$ cat src/hdl/sgot_pkg.sv
// Package: constants and types of the stereo top-view block.
package sgot_pkg;
  localparam int TopSizeDef = 64;
  localparam int MaxDimDef  = 2048;
  localparam int DimW       = 12;
  localparam int RatioW     = 10;
  localparam int RowW       = 11;
  localparam int DispW      = 16;
  localparam int BinW       = 6;
  localparam int CntW       = 4;
  localparam logic [CntW-1:0] CountMax = 4'd13;

  typedef enum logic [1:0] {
    CfgRows  = 2'd0,
    CfgCols  = 2'd1,
    CfgRatio = 2'd2
  } cfg_idx_e;

  typedef enum logic {
    FuncPixel = 1'b0,
    FuncRead  = 1'b1
  } func_e;

  // Command handed from front to back.
  typedef struct packed {
    logic              rd;        // read-and-clear item
    logic              valid_pix; // nonzero disparity pixel
    logic              obst;      // classified obstacle
    logic [DispW-1:0]  raw;
    logic [RowW-1:0]   col;
    logic [DimW-1:0]   cols;
    logic [BinW-1:0]   bx;
    logic [BinW-1:0]   by;
    logic              rd_ok;     // read address in range
  } cmd_t;
endpackage

$ cat src/hdl/sgot_fifo.sv
// Small queue between front and back end.
module sgot_fifo import sgot_pkg::*; #(
  parameter int Depth = 2
) (
  input  logic clk_i,
  input  logic rst_ni,
  input  logic wr_valid_i,
  output logic wr_ready_o,
  input  cmd_t wr_data_i,
  output logic rd_valid_o,
  input  logic rd_ready_i,
  output cmd_t rd_data_o
);
  localparam int PtrW = (Depth > 1) ? $clog2(Depth) : 1;
  cmd_t            mem_q [Depth];
  logic [PtrW-1:0] wp_q, rp_q;
  logic [PtrW:0]   cnt_q;
  logic            wr, rd;

  assign wr_ready_o = (cnt_q != (PtrW+1)'(Depth));
  assign rd_valid_o = (cnt_q != '0);
  assign wr = wr_valid_i && wr_ready_o;
  assign rd = rd_valid_o && rd_ready_i;
  assign rd_data_o = mem_q[rp_q];

  always_ff @(posedge clk_i or negedge rst_ni) begin
    if (!rst_ni) begin
      wp_q  <= '0;
      rp_q  <= '0;
      cnt_q <= '0;
    end else begin
      if (wr) wp_q <= (wp_q == PtrW'(Depth-1)) ? '0 : wp_q + 1'b1;
      if (rd) rp_q <= (rp_q == PtrW'(Depth-1)) ? '0 : rp_q + 1'b1;
      cnt_q <= cnt_q + (PtrW+1)'(wr) - (PtrW+1)'(rd);
    end
  end

  always_ff @(posedge clk_i) begin
    if (wr) mem_q[wp_q] <= wr_data_i;
  end
endmodule

$ cat config.mk
export PLATFORM = sky130hd
export DESIGN_NAME = sgot_fifo
export DESIGN_NICKNAME = d
export VERILOG_FILES = /design/src/hdl/sgot_pkg.sv /design/src/hdl/sgot_fifo.sv
export SDC_FILE = /design/constraint.sdc
export NUM_CORES = 1
export LEC_CHECK = 0
export ABC_AREA = 1
export ABC_CLOCK_PERIOD_IN_PS = 4000
export BUFFER_PORTS_ARGS = -buffer_cell sky130_fd_sc_hd__buf_4
export CORE_UTILIZATION = 54
export CTS_BUF_LIST = sky130_fd_sc_hd__clkbuf_8
export DETAILED_ROUTE_END_ITERATION = 8
export GPL_ROUTABILITY_DRIVEN = 0
export PLACE_DENSITY_LB_ADDON = 0.1
export SLEW_MARGIN = 30
export SYNTH_ARGS = -nofsm -noshare
export SYNTH_HDL_FRONTEND = slang
export SYNTH_SLANG_ARGS = --single-unit
export TNS_END_PERCENT = 10
$ cat constraint.sdc
create_clock -name clk_i -period 4 [get_ports clk_i]
set_input_delay 0.2 -clock clk_i [delete_from_list [all_inputs] [get_ports clk_i]]
set_output_delay 0.2 -clock clk_i [all_outputs]
set_load 0.01 [all_outputs]
==> flow_metrics.py <==
metrics = {
    "status": {
        "status": "complete, no violations",
    },
    "power": {
        "seq_power_share_pct": 40.7,
        "pwr-share-comb_pct": 35.1,
        "p_int_w": 0.002839,
        "switching_share_pct": 32.39,
        "power.density_nw_per_um2": 685.3,
        "power_frac_clock_pct": 24.2,
        "peakVddDrop_mv": 0.4932,
        "p_leak_nw": 2.643,
        "switchingPower_w": 0.001360,
    },
    "timing": {
        "rsz0062_at_grt": "no",
        "fin_setup_tns_ps": 0,
        "layout_setup_ws_ps": 1875,
        "hold_viol": 0,
        "finClkSkew_ps": 9.114,
        "slew_headroom_pct": 47.36,
        "tightest_slew_ps": 788.7,
        "finalMaxSlewViolations": 0,
        "whs_ps": 58.68,
        "fmax_mhz": 470.6,
        "finalSetupViolCount": 0,
        "fin_crit_ps": 2125,
        "fin_crit_sh_pct": 53.13,
    },
    "floorplanning": {
        "io_pins": 116,
        "die_w_um": 90.97,
        "fp.dieH_um": 90.97,
        "row_count": 32,
        "initial_utilization_pct": 55.60,
        "dieArea_um2": 8275,
        "coreArea_um2": 7687,
    },
    "grt": {
        "grt_max_degree": 57,
        "grt.overflow.total": 0,
        "grt_first_pass_wirelength_um": 13230,
        "first_global_vias": 2930,
        "grt_usage_pct": 21.46,
        "antenna_found_initial": 0,
    },
    "logic_synthesis": {
        "synth.top_cell.area_share_pct": 77.28,
        "synth_cells": 319,
        "ys_seq_elements": 114,
        "ys.warnings.count": 0,
        "synth_nets": 379,
        "synth_cell_types": 16,
        "ys_top_cells_by_area": "edfxtp_1, nand2_1, buf_6",
        "synth_top_cell_by_area": "edfxtp_1",
        "synth-seq-area-share_pct": 79.63,
        "syn_area_um2": 4274,
        "avgSynthCellArea_um2": 13.40,
    },
    "placed_design": {
        "post-place-ws_ps": 1828,
        "dp_hpwl_um": 4575,
        "portBuffers": 115,
        "dp.cells": 527,
    },
    "final_layout": {
        "fillerInstances": 458,
        "mostFrequentLayoutCells": "nand2_1, buf_4, edfxtp_1, dlygate4sd3_1, clkbuf_8",
        "area_delta_synth_final_pct": 43.35,
        "antenna-diode-count": 0,
        "drive_gt1_share_pct": 29.24,
        "fin_cells": 615,
        "postLayoutCoreUtil_pct": 79.70,
        "layout_commonest_cell": "nand2_1",
        "nNetsFinal": 560,
    },
    "detailed_routing": {
        "num_vias": 2927,
        "wire_per_inst_um": 13.68,
        "drt.antenna.violating_nets": 0,
        "vias_per_cell": 4.759,
        "firstDrtPassIters": 4,
        "drt_iter0_markers": 164,
        "drt_wl_total_um": 8414,
        "drc": 0,
    },
    "critical_path": {
        "r2r_end": "mem_q[0][13]$_DFFE_PP_",
        "crit_required_ps": 4060,
        "cp_max_fo": 29,
        "regToRegStartpoint": "cnt_q[1]$_DFF_PN0_",
        "start_kind": "flop",
        "worstSetupPathType": "reg2reg",
        "cp_data_arrival_time_ps": 2180,
        "end_kind": "flop",
        "r2r_slack_ps": 1870,
        "reg2regPathDepth": 4,
    },
    "clock_tree": {
        "clock_sinks": 114,
        "numCtsBuffers": 17,
        "path_clk_slew_ps": 70,
        "post-cts-setup-buffers": 0,
        "cts_tree": "yes",
        "htreeDepth": 4,
        "clock_path_buffers": 2,
        "cts_resized": 0,
        "postCtsHoldBufs": 56,
        "clock_latency_ps": 400,
        "cts_root_buf": "clkbuf_8",
    },
    "worst_hold_path": {
        "min_path_type": "in2reg",
        "hold_path_depth": 3,
        "hp-start": "wr_valid_i",
        "hold_end": "wp_q$_DFFE_PN0P_",
    },
    "job": {
        "maxCapViolCount": 0,
    },
}
cell type report:
type	instances	area [um2]	share of cell area [%]
sequential	114	3405	55.56
multi-input combinational	185	733.2	11.97
clock inverter	15	150.1	2.450
tap	102	127.6	2.083
inverter	8	31.28	0.5105
timing repair buffer	174	1446	23.61
clock buffer	17	234.0	3.819
synth_stat cells, drive strengths merged:
master	count
clkbuf	1
nor2	5
edfxtp	110
xor2	1
inv	8
nand3	2
o21ai	1
dfrtp	4
a21oi	1
nand2	174
ha	1
buf	11
kinds of logic after synthesis:
| logic type | count (synthesis) | share of synthesized area [%] |
|---|---|---|
| AND/OR/NAND/NOR | 181 | 16.13 |
| flip-flops | 114 | 79.63 |
| buffers and inverters | 20 | 3.513 |
| AO/OA/AOI/OAI | 2 | 0.2340 |
| XOR/XNOR | 1 | 0.2050 |
| adder cells (fa/ha/maj) | 1 | 0.2927 |
stage by stage:
stage / total power, W / cell area (um2)
floorplan: 0.002555 / 4274
global placement: 0.003127 / 5181
detailed placement: 0.003157 / 5181
CTS: 0.004202 / 6126
global route: 0.004439 / 6127
finish: 0.004199 / 6127
registers in the layout (all words and copies together), names as in the netlist:
register and count:
mem_q 110, cnt_q 2, rp_q 1, wp_q 1
power by group through the flow:
stage / Combinational (W) / Sequential, W / Clock, W
5_1_grt: 0.00162 / 0.00173 / 0.00108
4_1_cts: 0.00148 / 0.00170 / 0.00102
6_report: 0.00147 / 0.00171 / 0.00102
2_1_floorplan: 0.000829 / 0.00173 / 0
3_3_place_gp: 0.00141 / 0.00172 / 0
3_5_place_dp: 0.00143 / 0.00173 / 0
worst max path at each step:
stage	end	slack [ps]	cells after the start	from
floorplan	mem_q[0][0]$_DFFE_PP_	600	3	cnt_q[1]$_DFF_PN0_
global placement	mem_q[0][21]$_DFFE_PP_	1880	4	cnt_q[1]$_DFF_PN0_
detailed placement	mem_q[0][11]$_DFFE_PP_	1830	4	cnt_q[1]$_DFF_PN0_
CTS	mem_q[0][52]$_DFFE_PP_	1830	4	cnt_q[1]$_DFF_PN0_
global route	mem_q[0][52]$_DFFE_PP_	1710	5	cnt_q[0]$_DFF_PN0_
finish	mem_q[0][13]$_DFFE_PP_	1870	4	cnt_q[1]$_DFF_PN0_
routing by layer:
layer | wire length (um) | vias to the layer above | share of wire (%) | GRT usage, %
met2 | 4563 | 112 | 54 | 38.89
met3 | 513 | 11 | 6.1 | 5.779
li1 | - | 1428 | - | -
met5 | 0 | - | 0 | 0
met4 | 123 | 0 | 1.5 | 9.259
met1 | 3214 | 1376 | 38 | 23.64
worst max-delay path: stages, from the launching register on:
cell	delay, ps
dfrtp_1	420
nand2_2	120
nand2_2	110
nor2_4	600
buf_4	510
Note: power is estimated with default switching activity, not from simulation.
