### src/hdl/sgot_pkg.sv
// Package: constants and types of the stereo top-view block.
package sgot_pkg;
  localparam int TopSizeDef = 64;
  localparam int MaxDimDef  = 2048;
  localparam int DimW       = 12;
  localparam int RatioW     = 10;
  localparam int RowW       = 11;
  localparam int DispW      = 16;
  localparam int BinW       = 6;
  localparam int CntW       = 4;
  localparam logic [CntW-1:0] CountMax = 4'd13;

  typedef enum logic [1:0] {
    CfgRows  = 2'd0,
    CfgCols  = 2'd1,
    CfgRatio = 2'd2
  } cfg_idx_e;

  typedef enum logic {
    FuncPixel = 1'b0,
    FuncRead  = 1'b1
  } func_e;

  // Command handed from front to back.
  typedef struct packed {
    logic              rd;        // read-and-clear item
    logic              valid_pix; // nonzero disparity pixel
    logic              obst;      // classified obstacle
    logic [DispW-1:0]  raw;
    logic [RowW-1:0]   col;
    logic [DimW-1:0]   cols;
    logic [BinW-1:0]   bx;
    logic [BinW-1:0]   by;
    logic              rd_ok;     // read address in range
  } cmd_t;
endpackage

### src/hdl/sgot_front.sv
// Front end: accepts items, classifies pixels against the ground plane.
module sgot_front import sgot_pkg::*; (
  input  logic              clk_i,
  input  logic              rst_ni,
  input  logic              in_valid_i,
  output logic              in_ready_o,
  input  logic              func_i,
  input  logic [RowW-1:0]   pixel_row_i,
  input  logic [RowW-1:0]   pixel_col_i,
  input  logic [DispW-1:0]  disparity_i,
  input  logic [BinW-1:0]   bin_x_i,
  input  logic [BinW-1:0]   bin_y_i,
  input  logic [DimW-1:0]   rows_i,
  input  logic [DimW-1:0]   cols_i,
  input  logic [RatioW-1:0] ratio_i,
  input  logic              top_lim_ok_x_i,
  input  logic              top_lim_ok_y_i,
  output logic              cmd_valid_o,
  input  logic              cmd_ready_i,
  output cmd_t              cmd_o
);
  // stage 1: capture item and form the two products
  logic        s1_q;
  cmd_t        c1_q;
  logic [27:0] lhs_q;   // raw * rows
  logic [26:0] rhs_q;   // ratio * lift (x16 applied at compare)
  logic        lift_ok_q;
  logic [12:0] lift;
  logic        s2_q;
  cmd_t        c2_q;
  cmd_t        c1_cls;
  logic        adv2;

  assign adv2       = !s2_q || cmd_ready_i;
  assign in_ready_o = !s1_q || adv2;
  assign lift       = {1'b0, pixel_row_i, 1'b0} - {1'b0, rows_i};

  // stage 2 command with the obstacle compare filled in
  always_comb begin
    c1_cls      = c1_q;
    c1_cls.obst = c1_q.valid_pix && lift_ok_q && (32'(lhs_q) > {1'b0, rhs_q, 4'b0});
  end

  always_ff @(posedge clk_i or negedge rst_ni) begin
    if (!rst_ni) begin
      s1_q <= 1'b0;
      s2_q <= 1'b0;
    end else begin
      if (in_ready_o) s1_q <= in_valid_i;
      if (adv2) s2_q <= s1_q;
    end
  end

  always_ff @(posedge clk_i) begin
    if (in_ready_o && in_valid_i) begin
      c1_q.rd        <= (func_i == FuncRead);
      c1_q.valid_pix <= (disparity_i != '0);
      c1_q.obst      <= 1'b0;
      c1_q.raw       <= disparity_i;
      c1_q.col       <= pixel_col_i;
      c1_q.cols      <= (cols_i == '0) ? DimW'(1) : cols_i;
      c1_q.bx        <= bin_x_i;
      c1_q.by        <= bin_y_i;
      c1_q.rd_ok     <= top_lim_ok_x_i && top_lim_ok_y_i;
      lhs_q          <= 28'(disparity_i) * 28'(rows_i);
      lift_ok_q      <= !lift[12];
      rhs_q          <= 27'(ratio_i) * 27'(lift[11:0]);
    end
    // stage 2: compare
    if (adv2 && s1_q) c2_q <= c1_cls;
  end

  assign cmd_valid_o = s2_q;
  assign cmd_o       = c2_q;
endmodule

### config.mk
export PLATFORM = sky130hd
export DESIGN_NAME = sgot_front
export DESIGN_NICKNAME = d
export VERILOG_FILES = /design/src/hdl/sgot_pkg.sv /design/src/hdl/sgot_front.sv
export SDC_FILE = /design/constraint.sdc
export NUM_CORES = 1
export LEC_CHECK = 0
export BUFFER_PORTS_ARGS = -buffer_cell sky130_fd_sc_hd__buf_4
export CORE_ASPECT_RATIO = 0.5
export CORE_MARGIN = 1
export CORE_UTILIZATION = 49
export DETAILED_ROUTE_END_ITERATION = 8
export GPL_TIMING_DRIVEN = 0
export PLACE_DENSITY_LB_ADDON = 0.1
export SYNTH_ARGS = -nofsm -noshare
export SYNTH_HDL_FRONTEND = slang
export SYNTH_SLANG_ARGS = --single-unit
export TNS_END_PERCENT = 1
### constraint.sdc
create_clock -name clk_i -period 5 [get_ports clk_i]
set_clock_uncertainty 0.1 [all_clocks]
set_input_delay 0.25 -clock clk_i [delete_from_list [all_inputs] [get_ports clk_i]]
set_output_delay 0.25 -clock clk_i [all_outputs]
set_load 0.02 [all_outputs]
==> results of run 1 <==
power groups by stage:
stage               Combinational, uW  Sequential, uW  Clock (uW)
floorplan                        7570            2350           0
global placement                 9520            2340           0
detailed placement               9620            2330           0
CTS                             10600            2310        1230
global route                    12400            2330        1280
finish                          11000            2300        1200
worst register-to-register path: stages (launching register included):
cell,delay (ns)
edfxtp_1,0.39
ha_1,0.32
nand4_1,0.09
nor4_1,0.39
inv_1,0.10
nor3_1,0.35
nand3_1,0.24
nand3_1,0.15
a21oi_1,0.05
state kept, by name, indices dropped and copies added (netlist names):
| name | count |
|---|---|
| cmd_valid_o | 1 |
| lhs_q | 28 |
| c1_cls | 54 |
| s1_q | 1 |
| rhs_q | 22 |
| lift_ok_q | 1 |
| cmd_o | 55 |
worst max path at each step:
stage                          from             endpoint  slack [ns]  cells after the start
after floorplan           rows_i[2]  rhs_q[21]$_DFFE_PP_       -1.02                     27
after global placement    rows_i[1]  rhs_q[21]$_DFFE_PP_       -2.16                     27
after detailed placement  rows_i[1]  rhs_q[21]$_DFFE_PP_       -2.26                     27
after CTS                 rows_i[1]  rhs_q[21]$_DFFE_PP_       -0.99                     25
after global routing      rows_i[1]  rhs_q[15]$_DFFE_PP_       -1.17                     28
final                     rows_i[2]  rhs_q[15]$_DFFE_PP_       -0.99                     28
placed cells by master (no fill, tap or decap), drive strengths merged, types with 3 or more instances in the layout:
cell / synthesis / routed
clkbuf: 62 / 77
xor2: 12 / 12
dlygate4sd3: 0 / 54
mux2i: 8 / 8
nor4: 9 / 9
fa: 219 / 219
nor2: 33 / 33
o21ai: 28 / 28
o311ai: 3 / 3
xnor2: 30 / 31
buf: 3 / 190
nor3: 14 / 14
o21a: 11 / 11
nand3: 12 / 12
inv: 254 / 259
clkinv: 0 / 5
nand4: 7 / 7
a211oi: 3 / 3
nor2b: 20 / 20
and2: 116 / 116
a31oi: 7 / 7
ha: 156 / 156
nand2b: 28 / 28
edfxtp: 160 / 160
a21o: 24 / 24
mux2: 3 / 3
o21bai: 3 / 3
nand2: 217 / 217
and3: 7 / 7
a21oi: 47 / 47
synth_stat cells (14+ instances only):
master / n / area, um^2
a21oi_1: 46 / 230
nand2b_1: 28 / 175
nor3_1: 14 / 70.1
inv_1: 254 / 953
xnor2_1: 30 / 263
ha_1: 156 / 1950
nor2_1: 33 / 124
nor2b_1: 20 / 125
o21ai_0: 27 / 135
nand2_1: 217 / 815
edfxtp_1: 160 / 4800
clkbuf_1: 62 / 233
and2_1: 116 / 726
a21o_1: 24 / 180
fa_1: 219 / 4380
stage by stage:
| stage | TNS (ns) | power (uW) | setup WS, ns | cells | util, % |
|---|---|---|---|---|---|
| global route | -15.63 | 16000 | -1.17 | 2234 | 62.5 |
| global placement | -41.37 | 11900 | -2.16 | 2105 | 56.1 |
| detailed placement | -42.62 | 11900 | -2.26 | 2107 | 56.3 |
| finish | -11.20 | 14500 | -0.985 | 2234 | 62.5 |
| floorplan | -13.72 | 9920 | -1.02 | 1533 | - |
| CTS | -10.96 | 14200 | -0.987 | 2232 | 62.2 |
per-layer routing:
layer,vias up,wire length [um]
met5,-,0
li1,5444,-
met2,323,18500
met1,5753,18200
met3,59,2000
met4,0,831
final cells by class:
class / instances / area, um^2
Clock inverter: 12 / 98.8
Buffer: 65 / 500
Clock buffer: 20 / 437
Tap cell: 432 / 541
Inverter: 254 / 963
Sequential cell: 162 / 4850
Multi-Input combinational cell: 1053 / 10600
Fill cell: 2512 / 12000
Timing Repair Buffer: 236 / 2010
cell families after synthesis:
family                     after synthesis
and+or+nand+nor                        472
adders and majority gates              375
buffers and inverters                  319
DFF                                    162
AOI/OAI and AO/OA                      152
xor gates and xnor gates                42
muxes                                   11
timing repair:
item                       4_1_cts  5_1_grt
hold endpoints to repair        55        0
hold buffers                    54        0
gates cloned                     1        0
buffers inserted                38        2
gates resized for setup        112       37
setup endpoints to repair       31       28
pin swaps                       41       16
==> qor.yml, run 1 <==
clk_pin_slew_ns: 0.06
min_from: "cmd_ready_i"
core_area_um2: 32100
power_frac_comb_pct: 75.9
slew-limit-headroom_pct: 24.8
drtAntennaViolNets: 0
p_int_uw: 7950
clock_sinks: 162
drive_gt1_share_pct: 18.0
p_leak_uw: 0.00940
syn_area_um2: 16200
drv_slew: 0
grt_pass1_wl_um: 63600
io_pins: 148
status: "finished with violations"
wire_per_inst_um: 17.7
clock_path_buffers: 2
max_freq_mhz: 167
met1_usage_pct: 33.7
synth-edff-count: 160
clock_latency_ns: 0.43
place_congestion: 0.913
r2r_start: "lhs_q[21]$_DFFE_PP_"
setup_ws_ns: -0.985
gr-max-usage-layer: "met2"
required_ns: 5.08
critPathMaxStageDelay_ns: 0.55
nNetsFinal: 2255
tightestPinTransition_ns: 1.12
antenna_found_initial: 0
first_pass_iters: 5
grt.total_usage_pct: 24.6
p_seq_share_pct: 15.9
regToRegSetupSlack_ns: 2.56
cts-root-buf: "clkbuf_16"
cts_made_buffers: 17
crit_family: "adder cells"
p_sw_uw: 6580
fin_crit_sh_pct: 120
htree_levels: 4
hold_violations: 0
path_buf_inv: 8
yosysSeqAreaShare_pct: 30.0
violations: "negative setup slack"
min_to: "cmd_valid_o$_DFFE_PN0P_"
cp_max_fo: 10
syn_area_per_cell_um2: 10.6
synthSimpleGateAreaFrac_pct: 14.3
regToRegEndpoint: "cmd_o[52]$_DFFE_PP_"
die_y_um: 130
synth_xor_area_share_pct: 2.27
crit_type: "primary input to flip-flop"
port_buffers: 140
placed_cell_area_um2: 18000
rows: 46
use_met2_pct: 40.8
power.density_nw_per_um2: 724
rsz0062_at_grt: "true"
grt_max_degree: 70
syn_nets: 1999
grt_use_met3_pct: 3.72
place_hpwl_um: 30000
synthArstFlopShare_pct: 1.23
cp-end-kind: "flip-flop"
via_count: 11600
switching_share_pct: 45.3
cp-start-kind: "primary input"
yosysUniqueCellTypes: 59
syn2layout_area_growth_pct: 23.9
crit_top_cell: "fa_1"
p_clk_share_pct: 8.3
synth_ff_type: "edfxtp_1"
setup_violations: 22
grt_overflow_total: 0
drcViolationCount: 0
routed_wl_um: 39500
hold_path_class: "primary input to flip-flop"
antenna_cells: 0
min_path_cells: 3
ir_drop_mv: 0.697
die_width_um: 259
cts_tree: "built"
max_cap_viol_count: 0
grt_pass1_vias: 12100
ys_warn_count: 0
synth_top_family_by_area: "adder cells"
fin_crit_ns: 5.99
critical_path_arrival_ns: 6.06
syn_inst: 1533
holdWs_ns: 0.0277
via_per_inst: 5.18
yosys.area_share.adder_pct: 39.2
critPathSlowestCell: "fa_1"
synth-compound-area-share_pct: 6.12
synthMuxAreaShare_pct: 0.704
fin_area_um2: 20100
die_area_um2: 33800
worstRegToRegCells: 8
synth_seq_cells: 162
dr.first_iter.drc_count: 663
initial_core_util_pct: 50.5
Note: power is estimated with default switching activity, not from simulation.
==> run 2, diff against run 1 <==
--- a/config.mk
+++ b/config.mk
@@ -7,8 +7,9 @@
 export LEC_CHECK = 0
 export BUFFER_PORTS_ARGS = -buffer_cell sky130_fd_sc_hd__buf_4
 export CORE_ASPECT_RATIO = 0.5
-export CORE_MARGIN = 1
+export CORE_MARGIN = 2
 export CORE_UTILIZATION = 49
+export CTS_CLUSTER_SIZE = 14
 export DETAILED_ROUTE_END_ITERATION = 8
 export GPL_TIMING_DRIVEN = 0
 export PLACE_DENSITY_LB_ADDON = 0.1
==> run 2 against run 1 <==
The run still ends with negative setup slack left. Non-clock buffer count shrank 15. Fmax barely moved. Sequential power barely moved. Die area up 2.3%. Largest power group unchanged.
==> qor.yml, run 2 (synthesis results as in run 1) <==
status: "finished with violations"
violations: "negative setup slack"
hold_path_class: "primary input to flip-flop"
rows: 46
wire_per_inst_um: 18.1
dr.first_iter.drc_count: 665
clock_path_buffers: 2
max_freq_mhz: 167
finalSetupTns_ns: -10.82
port_buffers: 140
required_ns: 5.09
placed_cell_area_um2: 18000
rsz0062_at_grt: "true"
io_pins: 148
setup_violations: 21
cp-end-kind: "flip-flop"
critical_path_arrival_ns: 6.08
fill_cells: 2575
clock_sinks: 162
via_per_inst: 5.22
syn2layout_area_growth_pct: 24.2
tightestPinTransition_ns: 1.09
nNetsFinal: 2239
first_pass_iters: 5
fin_crit_ns: 5.99
htree_levels: 4
fin_crit_sh_pct: 120
power.density_nw_per_um2: 736
drv_slew: 0
routed_wl_um: 40100
die_area_um2: 34600
drcViolationCount: 0
clk_pin_slew_ns: 0.07
multi_input_area_um2: 10700
p_leak_uw: 0.00940
drtAntennaViolNets: 0
via_count: 11600
place_hpwl_um: 30300
max_cap_viol_count: 0
grt.total_usage_pct: 24.6
antenna_cells: 0
slew-limit-headroom_pct: 26.7
hold_violations: 0
regArea_um2: 4850
cts-root-buf: "clkbuf_16"
setup_ws_ns: -0.991
place_congestion: 0.879
cp-start-kind: "primary input"
grt_pass1_wl_um: 65800
initial_core_util_pct: 50.4
layout_commonest_cell: "inv_1"
fin_area_um2: 20100
crit_type: "primary input to flip-flop"
die_width_um: 261
antenna_found_initial: 0
cts_tree: "built"
place_ws_ns: -2.14
grt_pass1_vias: 12500
clock_latency_ns: 0.45
die_y_um: 132
cts_made_buffers: 17
layout_common_cells: "inv_1, fa_1, nand2_1"
grt_max_degree: 69
core_area_um2: 32100
total_power_uw: 14800
ir_drop_mv: 0.754
largest_reg_flops: 55
cp_max_fo: 10
grt_overflow_total: 0
drive_gt1_share_pct: 18.0
regToRegSetupSlack_ns: 2.51
-- run 2: where the power goes --
part	total (uW)	switching, uW	internal, uW	leakage [uW]
Combinational	11000	6010	5010	0.00753
Sequential	2300	79.6	2220	0.00156
Clock	1470	615	852	0.000312
Total	14800	6710	8090	0.00940
-- run 2: final timing paths --
check                                     start                       to  depth (start not counted)
max                                   rows_i[2]      rhs_q[19]$_DFFE_PP_                         27
min                              top_lim_ok_y_i      c1_cls[0]$_DFFE_PP_                          2
max reg2reg                 lhs_q[21]$_DFFE_PP_      cmd_o[52]$_DFFE_PP_                          8
min reg2reg                c1_cls[43]$_DFFE_PP_      cmd_o[43]$_DFFE_PP_                          0
max in group asynchronous                rst_ni         s1_q$_DFFE_PN0N_                          2
min in group asynchronous                rst_ni  cmd_valid_o$_DFFE_PN0P_                          2
-- run 2: what timing repair did --
action	CTS	global route
setup endpoints to repair	31	29
cloned	0	0
gates resized for setup	120	33
setup buffers	24	0
pin swaps	47	10
hold endpoints to repair	56	0
hold buffers	55	0
-- run 2: stage by stage --
stage	cells	hold WS (ns)	utilization [%]
finish	2217	0.0144	62.5
global route	2217	0.0115	62.5
CTS	2217	0.00173	62.2
detailed placement	2107	-0.0576	56.2
global placement	2105	-0.0619	56.0
floorplan	1533	-0.146	-
-- run 2: routing by layer --
layer	routed length (um)	track usage, %	part of all wire (%)	up-vias
met5	0	0	0	-
met4	794	6.28	2.0	0
met3	2480	4.79	6.2	52
met2	18500	40.0	46	337
met1	18300	34.1	46	5771
li1	-	-	-	5416
-- run 2: cell type report --
type,count,share of cell area (%)
multi-input cells,1052,53.1
flip-flops and latches,162,24.2
repair buffers,221,9.39
inverters,254,4.80
well taps,432,2.69
plain buffers,65,2.66
clock buffers,17,2.12
clock inverters,14,1.07
-- run 2: worst max-delay path, cell delays in order --
cell and delay [ns]:
clkbuf_8 0.14, clkbuf_16 0.17, inv_4 0.06, ha_4 0.20
nor2b_4 0.12, o21ai_2 0.16, a21boi_2 0.10, o21ai_2 0.22
nor2b_4 0.23, xnor2_4 0.19, nand2_1 0.12, fa_1 0.50
inv_1 0.05, fa_1 0.47, inv_1 0.05, fa_1 0.47
inv_1 0.05, fa_1 0.51, fa_1 0.45, ha_4 0.26
a21oi_4 0.18, o211ai_1 0.21, nand3_2 0.13, a21boi_2 0.08
o41ai_4 0.37, a21oi_1 0.13, xor2_1 0.18
